--- src/rtl/bsk_pkg.sv ---
// ----------------------------------------------------------------------------
// bsk_pkg
// Types, constants and helpers of the bounded sorted top-k list.
// ----------------------------------------------------------------------------
package bsk_pkg;

  localparam int CAPACITY = 16;
  localparam int IDX_W    = 4;   // index into the entry store
  localparam int CNT_W    = 5;   // count, 0 .. CAPACITY
  localparam int SCORE_W  = 31;
  localparam int LEVEL_W  = 16;
  localparam int TAG_W    = 16;
  localparam int ENTRY_W  = SCORE_W + LEVEL_W + TAG_W;

  localparam logic [1:0] OP_INSERT = 2'd0;
  localparam logic [1:0] OP_READ   = 2'd1;
  localparam logic [1:0] OP_CLEAR  = 2'd2;

  typedef struct packed {
    logic [SCORE_W-1:0] score;
    logic [LEVEL_W-1:0] level;
    logic [TAG_W-1:0]   tag;
  } entry_t;

  typedef struct packed {
    logic [1:0]         op;
    logic [SCORE_W-1:0] new_score;
    logic [LEVEL_W-1:0] new_level;
    logic [TAG_W-1:0]   new_tag;
    logic [7:0]         read_index;
  } cmd_word_t;

  typedef struct packed {
    logic               inserted;
    logic [IDX_W-1:0]   insert_position;
    logic               read_valid;
    logic [SCORE_W-1:0] read_score;
    logic [LEVEL_W-1:0] read_level;
    logic [TAG_W-1:0]   read_tag;
    logic [CNT_W-1:0]   entry_count;
  } rsp_word_t;

  // Saturate the configured limit at the capacity.
  function automatic logic [CNT_W-1:0] eff_limit(input logic [CNT_W-1:0] lim);
    logic [CNT_W-1:0] cap;
    cap = CNT_W'(CAPACITY);
    return (lim > cap) ? cap : lim;
  endfunction

  // New entry beats a stored one: higher score, or equal score and higher level.
  function automatic logic beats(input logic [SCORE_W-1:0] s,
                                 input logic [LEVEL_W-1:0] l,
                                 input entry_t e);
    return (s > e.score) || ((s == e.score) && (l > e.level));
  endfunction

endpackage

--- src/rtl/bsk_cmd_if.sv ---
// ----------------------------------------------------------------------------
// bsk_cmd_if
// Command channel: valid/ready handshake carrying one command word.
// ----------------------------------------------------------------------------
interface bsk_cmd_if;
  logic                valid;
  logic                ready;
  bsk_pkg::cmd_word_t  data;

  modport source (output valid, output data, input ready);
  modport sink   (input valid, input data, output ready);
endinterface

--- src/rtl/bsk_rsp_if.sv ---
// ----------------------------------------------------------------------------
// bsk_rsp_if
// Response channel: valid/ready handshake carrying one response word.
// ----------------------------------------------------------------------------
interface bsk_rsp_if;
  logic                valid;
  logic                ready;
  bsk_pkg::rsp_word_t  data;

  modport source (output valid, output data, input ready);
  modport sink   (input valid, input data, output ready);
endinterface

--- src/rtl/bsk_ram.sv ---
// ----------------------------------------------------------------------------
// bsk_ram
// Generic single-write, single-read RAM with registered read data.
// ----------------------------------------------------------------------------
module bsk_ram #(
  parameter int WIDTH = 8,
  parameter int DEPTH = 16
) (
  input  logic                     clk,
  input  logic                     we,
  input  logic [$clog2(DEPTH)-1:0] waddr,
  input  logic [WIDTH-1:0]         wdata,
  input  logic [$clog2(DEPTH)-1:0] raddr,
  output logic [WIDTH-1:0]         rdata
);

  logic [WIDTH-1:0] mem [DEPTH];

  always_ff @(posedge clk) begin
    if (we) begin
      mem[waddr] <= wdata;
    end
    rdata <= mem[raddr];
  end

endmodule

--- src/rtl/bounded_sorted_top_k_insert_unit.sv ---
// Sequence: insert scans for the first entry it beats, moves the tail down a slot
//   on a win, then stores the entry and publishes; a rejected insert only publishes.
//   Read fetches the addressed slot, then publishes; clear/unused op publishes directly.
// Throughput: one command at a time; the next is taken the cycle after the publish.
// Reset (rst, synchronous): list empty, limit 16, no response pending; the entry
//   store is not cleared, only positions below the count are ever reported.
// ----------------------------------------------------------------------------
// bounded_sorted_top_k_insert_unit
// Sorted top-k list of (score, level, tag) entries with insert, read and clear.
// A small sequencer walks the entry RAM with one comparator, then shifts the
// tail down one slot per cycle through the same RAM port pair.
// ----------------------------------------------------------------------------
module bounded_sorted_top_k_insert_unit (
  input  logic                      clk,
  input  logic                      rst,
  input  logic                      cfg_we,
  input  logic [bsk_pkg::CNT_W-1:0] cfg_wdata,
  bsk_cmd_if.sink                   cmd,
  bsk_rsp_if.source                 rsp
);

  localparam logic [2:0] S_IDLE   = 3'd0;
  localparam logic [2:0] S_SCAN   = 3'd1;
  localparam logic [2:0] S_SHIFT  = 3'd2;
  localparam logic [2:0] S_PUT    = 3'd3;
  localparam logic [2:0] S_RDWAIT = 3'd4;
  localparam logic [2:0] S_RDTAKE = 3'd5;
  localparam logic [2:0] S_DONE   = 3'd6;

  // Control state
  logic [2:0]                state;
  logic [bsk_pkg::CNT_W-1:0] count;
  logic [bsk_pkg::CNT_W-1:0] limit;
  logic [bsk_pkg::CNT_W-1:0] ptr;       // next address to issue during the scan
  logic                      rd_ok;     // read data of cmp_idx is on rdata
  logic                      iss;       // shift: still issuing reads
  logic                      pend;      // shift: a write of rdata is due
  logic                      res_ins;
  logic                      res_rv;
  logic                      rsp_valid_q;
  logic                      rsp_load;  // response register takes a new word

  // Payload
  bsk_pkg::cmd_word_t        cmd_q;
  logic [bsk_pkg::IDX_W-1:0] cmp_idx;
  logic [bsk_pkg::IDX_W-1:0] pos;
  logic [bsk_pkg::IDX_W-1:0] sptr;
  logic [bsk_pkg::IDX_W-1:0] sh_dst;
  bsk_pkg::entry_t           res_entry;
  bsk_pkg::rsp_word_t        rsp_q;

  // RAM port
  logic                      ram_we;
  logic [bsk_pkg::IDX_W-1:0] ram_waddr;
  bsk_pkg::entry_t           ram_wdata;
  logic [bsk_pkg::IDX_W-1:0] ram_raddr;
  bsk_pkg::entry_t           ram_rdata;

  // Scan decisions
  logic [bsk_pkg::CNT_W-1:0] lim_eff;
  logic [bsk_pkg::CNT_W-1:0] lim_m1;
  logic                      room;
  logic                      beat;
  logic                      scan_end;
  logic [bsk_pkg::IDX_W-1:0] last;
  logic [bsk_pkg::CNT_W-1:0] cfg_eff;
  bsk_pkg::entry_t           new_entry;

  assign lim_eff  = bsk_pkg::eff_limit(limit);
  assign lim_m1   = lim_eff - bsk_pkg::CNT_W'(1);
  assign room     = (count < lim_eff);
  assign beat     = rd_ok && bsk_pkg::beats(cmd_q.new_score, cmd_q.new_level, ram_rdata);
  // Every stored entry compared, or the list is empty.
  assign scan_end = (count == '0) ||
                    (rd_ok && (({1'b0, cmp_idx} + bsk_pkg::CNT_W'(1)) == count));
  // Last slot that receives a shifted entry: the tail grows while there is room,
  // else the final entry falls off.
  assign last     = room ? count[bsk_pkg::IDX_W-1:0] : lim_m1[bsk_pkg::IDX_W-1:0];
  assign cfg_eff  = bsk_pkg::eff_limit(cfg_wdata);

  assign new_entry.score = cmd_q.new_score;
  assign new_entry.level = cmd_q.new_level;
  assign new_entry.tag   = cmd_q.new_tag;

  // Steer the single read port and the single write port by state.
  always_comb begin
    case (state)
      S_SCAN:   ram_raddr = ptr[bsk_pkg::IDX_W-1:0];
      S_SHIFT:  ram_raddr = sptr;
      S_RDWAIT: ram_raddr = cmd_q.read_index[bsk_pkg::IDX_W-1:0];
      default:  ram_raddr = '0;
    endcase
  end

  assign ram_we    = ((state == S_SHIFT) && pend) || (state == S_PUT);
  assign ram_waddr = (state == S_PUT) ? pos : sh_dst;
  assign ram_wdata = (state == S_PUT) ? new_entry : ram_rdata;

  bsk_ram #(
    .WIDTH (bsk_pkg::ENTRY_W),
    .DEPTH (bsk_pkg::CAPACITY)
  ) u_store (
    .clk   (clk),
    .we    (ram_we),
    .waddr (ram_waddr),
    .wdata (ram_wdata),
    .raddr (ram_raddr),
    .rdata (ram_rdata)
  );

  // Accept commands only between operations; the response register frees the
  // sequencer from the sink's pace except when a second response would collide.
  assign cmd.ready = (state == S_IDLE);
  assign rsp.valid = rsp_valid_q;
  assign rsp.data  = rsp_q;

  // Publish when the response register is free or being emptied.
  assign rsp_load  = (state == S_DONE) && (!rsp_valid_q || rsp.ready);

  always_ff @(posedge clk) begin
    if (rst) begin
      state       <= S_IDLE;
      count       <= '0;
      limit       <= bsk_pkg::CNT_W'(16);
      ptr         <= '0;
      rd_ok       <= 1'b0;
      iss         <= 1'b0;
      pend        <= 1'b0;
      res_ins     <= 1'b0;
      res_rv      <= 1'b0;
      rsp_valid_q <= 1'b0;
    end else begin
      // Load a new word, or drop the current one once the sink takes it.
      if (rsp_load) begin
        rsp_valid_q <= 1'b1;
      end else if (rsp.ready) begin
        rsp_valid_q <= 1'b0;
      end

      case (state)
        S_IDLE: begin
          if (cmd.valid) begin
            cmd_q     <= cmd.data;
            res_ins   <= 1'b0;
            res_rv    <= 1'b0;
            res_entry <= '0;
            ptr       <= '0;
            rd_ok     <= 1'b0;
            case (cmd.data.op)
              bsk_pkg::OP_INSERT: state <= S_SCAN;
              bsk_pkg::OP_READ:   state <= S_RDWAIT;
              bsk_pkg::OP_CLEAR: begin
                count <= '0;
                state <= S_DONE;
              end
              default: state <= S_DONE;
            endcase
          end
        end

        S_SCAN: begin
          // Issue the next read while comparing the previous one.
          if (ptr < count) begin
            ptr     <= ptr + bsk_pkg::CNT_W'(1);
            rd_ok   <= 1'b1;
            cmp_idx <= ptr[bsk_pkg::IDX_W-1:0];
          end else begin
            rd_ok <= 1'b0;
          end

          if (beat) begin
            pos <= cmp_idx;
            if (room) begin
              count <= count + bsk_pkg::CNT_W'(1);
            end
            if (last > cmp_idx) begin
              sptr  <= last - bsk_pkg::IDX_W'(1);
              iss   <= 1'b1;
              pend  <= 1'b0;
              state <= S_SHIFT;
            end else begin
              state <= S_PUT;
            end
          end else if (scan_end) begin
            if (room) begin
              pos   <= count[bsk_pkg::IDX_W-1:0];
              count <= count + bsk_pkg::CNT_W'(1);
              state <= S_PUT;
            end else begin
              // List full and the entry beats none: reject.
              state <= S_DONE;
            end
          end
        end

        S_SHIFT: begin
          // Read slot sptr, write it to sptr+1 in the next cycle; walk toward pos.
          if (iss) begin
            sh_dst <= sptr + bsk_pkg::IDX_W'(1);
            pend   <= 1'b1;
            if (sptr == pos) begin
              iss <= 1'b0;
            end else begin
              sptr <= sptr - bsk_pkg::IDX_W'(1);
            end
          end else begin
            pend <= 1'b0;
            if (pend) begin
              state <= S_PUT;
            end
          end
        end

        S_PUT: begin
          res_ins <= 1'b1;
          state   <= S_DONE;
        end

        S_RDWAIT: begin
          state <= S_RDTAKE;
        end

        S_RDTAKE: begin
          if ({3'b000, count} > cmd_q.read_index) begin
            res_rv    <= 1'b1;
            res_entry <= ram_rdata;
          end
          state <= S_DONE;
        end

        S_DONE: begin
          // Hold until the response register is free or being emptied.
          if (rsp_load) begin
            rsp_q.inserted        <= res_ins;
            rsp_q.insert_position <= res_ins ? pos : '0;
            rsp_q.read_valid      <= res_rv;
            rsp_q.read_score      <= res_entry.score;
            rsp_q.read_level      <= res_entry.level;
            rsp_q.read_tag        <= res_entry.tag;
            rsp_q.entry_count     <= count;
            state                 <= S_IDLE;
          end
        end

        default: state <= S_IDLE;
      endcase

      // Limit write: cut the list to the new limit, dropping the tail.
      if (cfg_we) begin
        limit <= cfg_wdata;
        if (count > cfg_eff) begin
          count <= cfg_eff;
        end
      end
    end
  end

endmodule

--- src/flat_wrapper.sv ---
// flat-port wrapper written by rule: the top's interface ports become plain ports
module bounded_sorted_top_k_insert_unit_flat 
  (clk, rst, cfg_we, cfg_wdata, cmd_valid, cmd_data, cmd_ready, rsp_valid, rsp_data, rsp_ready);
  bsk_cmd_if cmd_i ();
  bsk_rsp_if rsp_i ();
  input  logic clk;
  input  logic rst;
  input  logic cfg_we;
  input  logic [bsk_pkg::CNT_W-1:0] cfg_wdata;
  input wire logic [$bits(cmd_i.valid)-1:0] cmd_valid;
  input wire logic [$bits(cmd_i.data)-1:0] cmd_data;
  output wire logic [$bits(cmd_i.ready)-1:0] cmd_ready;
  output wire logic [$bits(rsp_i.valid)-1:0] rsp_valid;
  output wire logic [$bits(rsp_i.data)-1:0] rsp_data;
  input wire logic [$bits(rsp_i.ready)-1:0] rsp_ready;
  assign cmd_i.valid = cmd_valid;
  assign cmd_i.data = cmd_data;
  assign cmd_ready = cmd_i.ready;
  assign rsp_valid = rsp_i.valid;
  assign rsp_data = rsp_i.data;
  assign rsp_i.ready = rsp_ready;
  bounded_sorted_top_k_insert_unit u_core (.clk(clk), .rst(rst), .cfg_we(cfg_we), .cfg_wdata(cfg_wdata), .cmd(cmd_i), .rsp(rsp_i));
endmodule
--- config.mk ---
export PLATFORM = sky130hd
export DESIGN_NAME = bounded_sorted_top_k_insert_unit_flat
export DESIGN_NICKNAME = d
export VERILOG_FILES = /design/src/rtl/bsk_pkg.sv /design/src/rtl/bsk_cmd_if.sv /design/src/rtl/bsk_rsp_if.sv /design/src/rtl/bsk_ram.sv /design/src/rtl/bounded_sorted_top_k_insert_unit.sv /design/src/flat_wrapper.sv
export SDC_FILE = /design/constraint.sdc
export NUM_CORES = 1
export LEC_CHECK = 0
export BUFFER_PORTS_ARGS = -buffer_cell sky130_fd_sc_hd__buf_4
export CORE_AREA = 4 4 329 331
export CTS_CLUSTER_DIAMETER = 80
export DETAILED_ROUTE_END_ITERATION = 16
export DIE_AREA = 0 0 333 335
export PLACE_DENSITY = 0.7
export REMOVE_ABC_BUFFERS = 1
export SLEW_MARGIN = 0
export SYNTH_ARGS = -nofsm -noshare
export SYNTH_HDL_FRONTEND = slang
export SYNTH_SLANG_ARGS = --single-unit
--- constraint.sdc ---
create_clock -name clk -period 11.3 [get_ports clk]
set_clock_uncertainty 0.2 [all_clocks]
set_input_delay 1.13 -clock clk [delete_from_list [all_inputs] [get_ports clk]]
set_output_delay 1.13 -clock clk [all_outputs]
set_load 0.05 [all_outputs]
**Word-level counts from Yosys, hierarchy flattened**

Memories as Yosys holds them, arrays and structs flattened. A register that Yosys moved wholly into a read port is not among the register bits.
Cells that the tools add are included.

- Output and inout port bits: 76
- Bits in registers: 248
- Memory bits (writable): 1008
- Word-level logic and storage cells: 159
- Memories kept: 1
- Input port bits: 83

- Reductions and logical operators: 34
- Multiplexer cells: 57
- Equal/unequal tests: 22
- Add/sub/neg operators: 7
- Bitwise logic cells: 1
- $lt $le $gt $ge: 9

Memories:

| memory | depth | bits a word | rd ports | clocked after memory_dff | write ports | line | source |
|---|---|---|---|---|---|---|---|
| u_core.u_store.mem | 16 | 63 | 1 | 1 | 1 | bsk_ram.sv:17 | `logic [WIDTH-1:0] mem [DEPTH];` |

Operator list:

| operator | number |
|---|---|
| $mux W63 | 3 |
| $pmux W63 S2 | 1 |
| $mux W5 | 11 |
| $mux W4 | 9 |
| $eq A31 B31 Y1 | 1 |
| $gt A31 B31 Y1 | 1 |
| $mux W3 | 7 |
| $reduce_and A3 Y1 | 7 |
| $pmux W5 S2 | 2 |
| $pmux W3 S6 | 1 |
| $gt A16 B16 Y1 | 1 |
| $mux W1 | 15 |
| $ne A2 B1 Y1 const B | 7 |
| $reduce_bool A2 Y1 | 7 |
| $pmux W4 S3 | 1 |
| $sub A4 B1 Y4 const B | 3 |
| $add A5 B1 Y5 const B | 2 |
| $gt A5 B5 Y1 const B | 2 |
| $lt A5 B5 Y1 | 2 |
| $pmux W1 S2 | 5 |
| $eq A3 B3 Y1 const B | 3 |
| $gt A5 B8 Y1 | 1 |
| $pmux W4 S2 | 1 |
| $reduce_and A4 Y1 | 2 |
| 24 further kinds | 35 |

**Logic depth before layout (Yosys ltp)**

- Word-level depth: 9
- Depth in mapped cells: 16
- Depth with buffers taken out: 16

**Hierarchy**

Synthesis repeated with hierarchy kept, for this count alone.

- Cells, all modules: 2477
- Area, all modules: 50531.0 um^2

Modules (own cells, without submodules):

| module | instances | area each (um^2) | cells each | seq. area each (um^2) |
|---|---|---|---|---|
| bsk_ram | 1 | 38989.9 | 1622 | 31530.2 |
| bounded_sorted_top_k_insert_unit | 1 | 11541.1 | 855 | 7206.9 |

**Least setup slack after synthesis**

OpenSTA, ideal clock, no wires.

- Kind: input port to flip-flop
- Start point: input port rst
- End point: register u_core.rsp_q (netlist bit u_core.rsp.data[0]), enable pin
- Slack: 1.782 ns
- Arrival: 8.629 ns
- Stages: 3
- Data required time: 10.412 ns
- Cells stage by stage: clkbuf_1 -> clkbuf_1 -> nor4_1

- Cells in the longest elaborated chain, start to end: 2

Ends and longest elaborated chain:

| what | line | source |
|---|---|---|
| from (decl) | flat_wrapper.sv:7 | `input logic rst;` |
| $not A1 Y1 (no source line) | -- |  |
| $reduce_and A3 Y1 (no source line) | -- |  |
| to (decl) | bounded_sorted_top_k_insert_unit.sv:50 | `bsk_pkg::rsp_word_t rsp_q;` |

No other way between the ends.
A chain may end at the register's enable or synchronous reset.

**Worst setup path in the final report**

- Start point: register u_core.state[2]
- End point: memory u_core.u_store.mem[4][9] in the netlist's numbering, enable pin

- Cells in the longest elaborated chain, start to end: 5

Ends and longest elaborated chain:

| what | line | source |
|---|---|---|
| from (decl) | bounded_sorted_top_k_insert_unit.sv:31 | `logic [2:0] state;` |
| from (signal assigned) | bounded_sorted_top_k_insert_unit.sv:122 | `state <= S_IDLE;` |
| from (signal assigned) | bounded_sorted_top_k_insert_unit.sv:150 | `bsk_pkg::OP_INSERT: state <= S_SCAN;` |
| from (signal assigned) | bounded_sorted_top_k_insert_unit.sv:151 | `bsk_pkg::OP_READ: state <= S_RDWAIT;` |
| $eq A3 B2 Y1 | bounded_sorted_top_k_insert_unit.sv:95 | `assign ram_we = ((state == S_SHIFT) && pend) \|\| (state == S_PUT);` |
| $logic_and A1 B1 Y1 | bounded_sorted_top_k_insert_unit.sv:95 |  |
| $logic_or A1 B1 Y1 | bounded_sorted_top_k_insert_unit.sv:95 |  |
| $mux W1 | bsk_ram.sv:20 | `if (we) begin` |
| $mux W1 (implied by the code) | bsk_ram.sv:21 | `mem[waddr] <= wdata;` |
| to (decl) | bsk_ram.sv:17 |  |

Several ways; a longest one is shown, not always the timed one.

==> summary.md <==
| Metric | Value |
|---|---|
| Outcome | `complete, no violations` |
| Syn_area_per_cell | `13.63 µm²` |
| IO Pins | `159` |
| Static Leakage | `20.60 nW` |
| Layout Cells excl Fill | `5,459` |
| Hold_sp | `u_core.res_entry[36]` |
| Dpl ws | `6.126 ns` |
| Post-CTS setup buffer count | `0` |
| Number of synthesized register bits | `1,319` |
| Critical path buffers and inverters | `3` |
| Gr ovfl total | `0` |
| Clk buf depth | `3` |
| Placer Congestion | `0.8211` |
| Critical path's largest stage delay | `0.87 ns` |
| Post-synth EDFFs | `1,232` |
| RSZ-0062 raised after global routing | `no` |
| Number of global-route vias before repair | `31,210` |
| First-pass GRT wire length | `189,700 µm` |
| Commonest non-fill, non-tap cell in the layout | `edfxtp_1` |
| Wire length on met1 | `52,810 µm` |
| Share of layout cells above drive strength 1 | `11.53%` |
| Post-CTS sizing | `0` |
| Dpl cells | `5,203` |
| Synthesized netlist cell count | `3,835` |
| Crit end category | `flop` |
| FF/Latch Area | `0.03874 mm²` |
| Slew @ Worst Pin | `1.255 ns` |
| Metal3 WL | `10,600 µm` |
| Clock latency on the worst-skew pair | `0.74 ns` |
| Tmin final | `5.216 ns` |
| Highest Signal Layer | `met4` |
| Num CTS Buffers | `139` |
| Area share of the largest cell type after synthesis | `70.75%` |
| Ys Warns | `0` |
| Area Growth Syn to Fin | `14.03%` |
| Hold buffers post-CTS | `0` |
| CP required | `11.45 ns` |
| Area occupied by multi-input gates | `0.01247 mm²` |
| Final Hold Viols | `0` |
| Crit path kind | `flop to flop` |
| Post-Syn Area | `0.05229 mm²` |
| Ranking of synthesized cells by area | `edfxtp_1 71%, nand2_1 6.4%, dfxtp_1 3.3%` |
| Antenna violations before repair | `4` |
| Routed wire per std cell | `23.15 µm` |
| CTS tree | `built` |
| Row count | `119` |
| Power Total | `0.01456 W` |
| Vias | `32,340` |
| CTS root buf | `clkbuf_16` |
| Length of routed met2 wiring | `58,990 µm` |
| Initial DRC count | `3,904` |
| Fmax achieved | `0.1917 GHz` |
| Final nets | `4,112` |
| Largest net degree at the start of global routing | `197` |
| Worst setup SP type | `flop` |
| Worst path cell trace | `nor3_2 > buf_4 > buf_4 > mux2i_1 > nand2_1 > nor2_4 > buf_4` |
| Post-Route WL | `126,400 µm` |
| Hpwl dp | `64,200 µm` |
| Slowest cell on crit path | `nor2_4` |
| # fillers | `8,196` |
| CORE AREA | `0.1051 mm²` |
| Worst Reg-to-Reg Cells | `7` |
| Seq/Total Area, Yosys | `74.08%` |
| H-tree levels | `4` |
| Antenna Cells | `0` |
| Synth area leader | `edfxtp_1` |
| Initial Util | `49.74%` |
| Hold depth | `0` |
| First drt pass iteration count | `5` |
| Vias/cell | `5.924` |
| Commonest cells after routing, fill and taps aside | `1,232 x edfxtp_1, 887 x nand2_1, 270 x nand3_1, 217 x buf_4, 189 x a311oi_1` |
| I/O Buffers | `158` |
| CP most frequent cell | `buf_4` |
| R2R Path End | `u_core.u_store.mem[4][9]` |
| Slew HR | `15.80%` |
| Total GRT Usage | `22.15%` |
| DRC | `0` |
| Die Wd | `333 µm` |
| Clock sink count | `1,319` |
| Full die area | `0.1116 mm²` |
| Max-Cap Viols | `0` |
| CP top delay family | `buffers and inverters` |
| Max-slew violations | `0` |
| Critical Path AT | `5.36 ns` |
| Final setup vio count | `0` |
| Worst hold path class | `flop to flop` |
| Critical path peak fanout | `85` |
| Final ANT Viol Nets | `0` |
| Reg2Reg Setup Slack | `6.08 ns` |
| Reg2reg start | `u_core.state[2]` |
| Pwr per Cell Area | `244.1 mW/mm²` |
| Clock transition at the registers of the reported paths | `0.06 ns` |
| Tcrit/Tclk final | `46.16%` |
| Worst Slack Setup Final | `6.084 ns` |
| Commonest register cell after synthesis | `edfxtp_1` |
| Synth async-reset ratio | `0%` |
| Unique masters post-synth | `70` |
| WHS Endpoint | `u_core.rsp.data[41]` |
| Die Ht | `335 µm` |
| Final hold slack | `0.2015 ns` |
| Peak supply drop | `0.1911 mV` |
## per-stage QoR
stage	cell area [µm²]	setup TNS [ns]	util (%)
6_report	59620	0	56.72
5_1_grt	59620	0	56.72
4_1_cts	59620	0	56.72
3_5_place_dp	55000	0	52.32
3_3_place_gp	55000	0	52.32
2_1_floorplan	51260	-31.49	-
## cell usage after synthesis (2+ instances only)
cell type / instances
edfxtp_1: 1232
nand2_1: 888
nand3_1: 270
a311oi_1: 189
clkbuf_1: 163
and2_1: 133
a211oi_1: 131
a21oi_1: 100
dfxtp_1: 87
ha_1: 76
a31oi_1: 71
inv_1: 70
and3_1: 69
buf_2: 63
o21ai_0: 62
nor2_1: 42
buf_1: 16
nand4_1: 14
nand2b_1: 13
mux2i_1: 11
nor2b_1: 11
nor3_1: 11
xor2_1: 11
nor4_1: 8
o211ai_1: 8
o21a_1: 7
a21o_1: 6
buf_4: 6
o21ai_1: 5
xnor2_1: 5
a211o_1: 4
a22oi_1: 3
nor3b_1: 3
or3_1: 3
a21oi_4: 2
a41oi_1: 2
o2111ai_1: 2
o22ai_1: 2
o31a_1: 2
o31ai_1: 2
or2_1: 2
or4_1: 2
## cell type report
cell class,count,area share [%]
multi-input cells,2198,20.91
clock buffers,175,6.216
well taps,1391,2.919
flip-flops and latches,1319,64.97
clock inverters,81,1.538
repair buffers,225,3.001
inverters,70,0.4407
## worst reg2reg max path: cells and delay by family (launching register included)
kind          cells  cell delay (ns)
flops             1             0.67
simple gates      3             1.47
mux               1             0.43
buf+inv           3             2.03
## state kept, by name, indices dropped and copies added (netlist names), 3 cells and up
signal	flops
u_core.u_store.mem	1008
u_core.u_store.rdata	63
u_core.ptr	5
u_core.count	5
u_core.sh_dst	4
u_core.pos	4
u_core.sptr	4
u_core.state	3
u_core.res_entry	63
u_core.cmp_idx	4
u_core.limit	5
u_core.rsp.data	74
u_core.cmd_q	71
## power breakdown
group	total (W)	internal [W]	switching [W]
Combinational	0.00350	0.000963	0.00254
Clock	0.00457	0.00270	0.00188
Sequential	0.00648	0.00628	0.000210
Total	0.0146	0.00993	0.00462
## kinds of logic after synthesis
| family | synth area share [%] |
|---|---|
| simple gates | 12.62 |
| flops | 74.08 |
| compound gates | 8.442 |
| buf+inv | 2.477 |
| fa+ha+maj | 1.819 |
| xor+xnor | 0.3111 |
| mux | 0.2536 |
## how the worst max path moves through the flow
stage / cells after the start / slack (ns) / to / start
after CTS: 7 / 6.10 / u_core.u_store.mem[4][48] / u_core.state[2]
final: 7 / 6.08 / u_core.u_store.mem[4][9] / u_core.state[2]
after floorplan: 8 / -0.50 / u_core.u_store.rdata[0] / u_core.state[0]
after detailed placement: 7 / 6.13 / u_core.u_store.mem[4][40] / u_core.state[2]
after global placement: 7 / 6.17 / u_core.u_store.mem[12][39] / u_core.state[2]
after global routing: 7 / 5.83 / u_core.u_store.mem[4][51] / u_core.state[2]
## metal layers
metal | up-vias | GRT usage [%]
met5 | - | 0
met4 | 0 | 8.415
met3 | 212 | 3.831
met2 | 1430 | 34.71
met1 | 16090 | 31.35
li1 | 14610 | -
No activity file was read; power rests on OpenSTA's default activity.
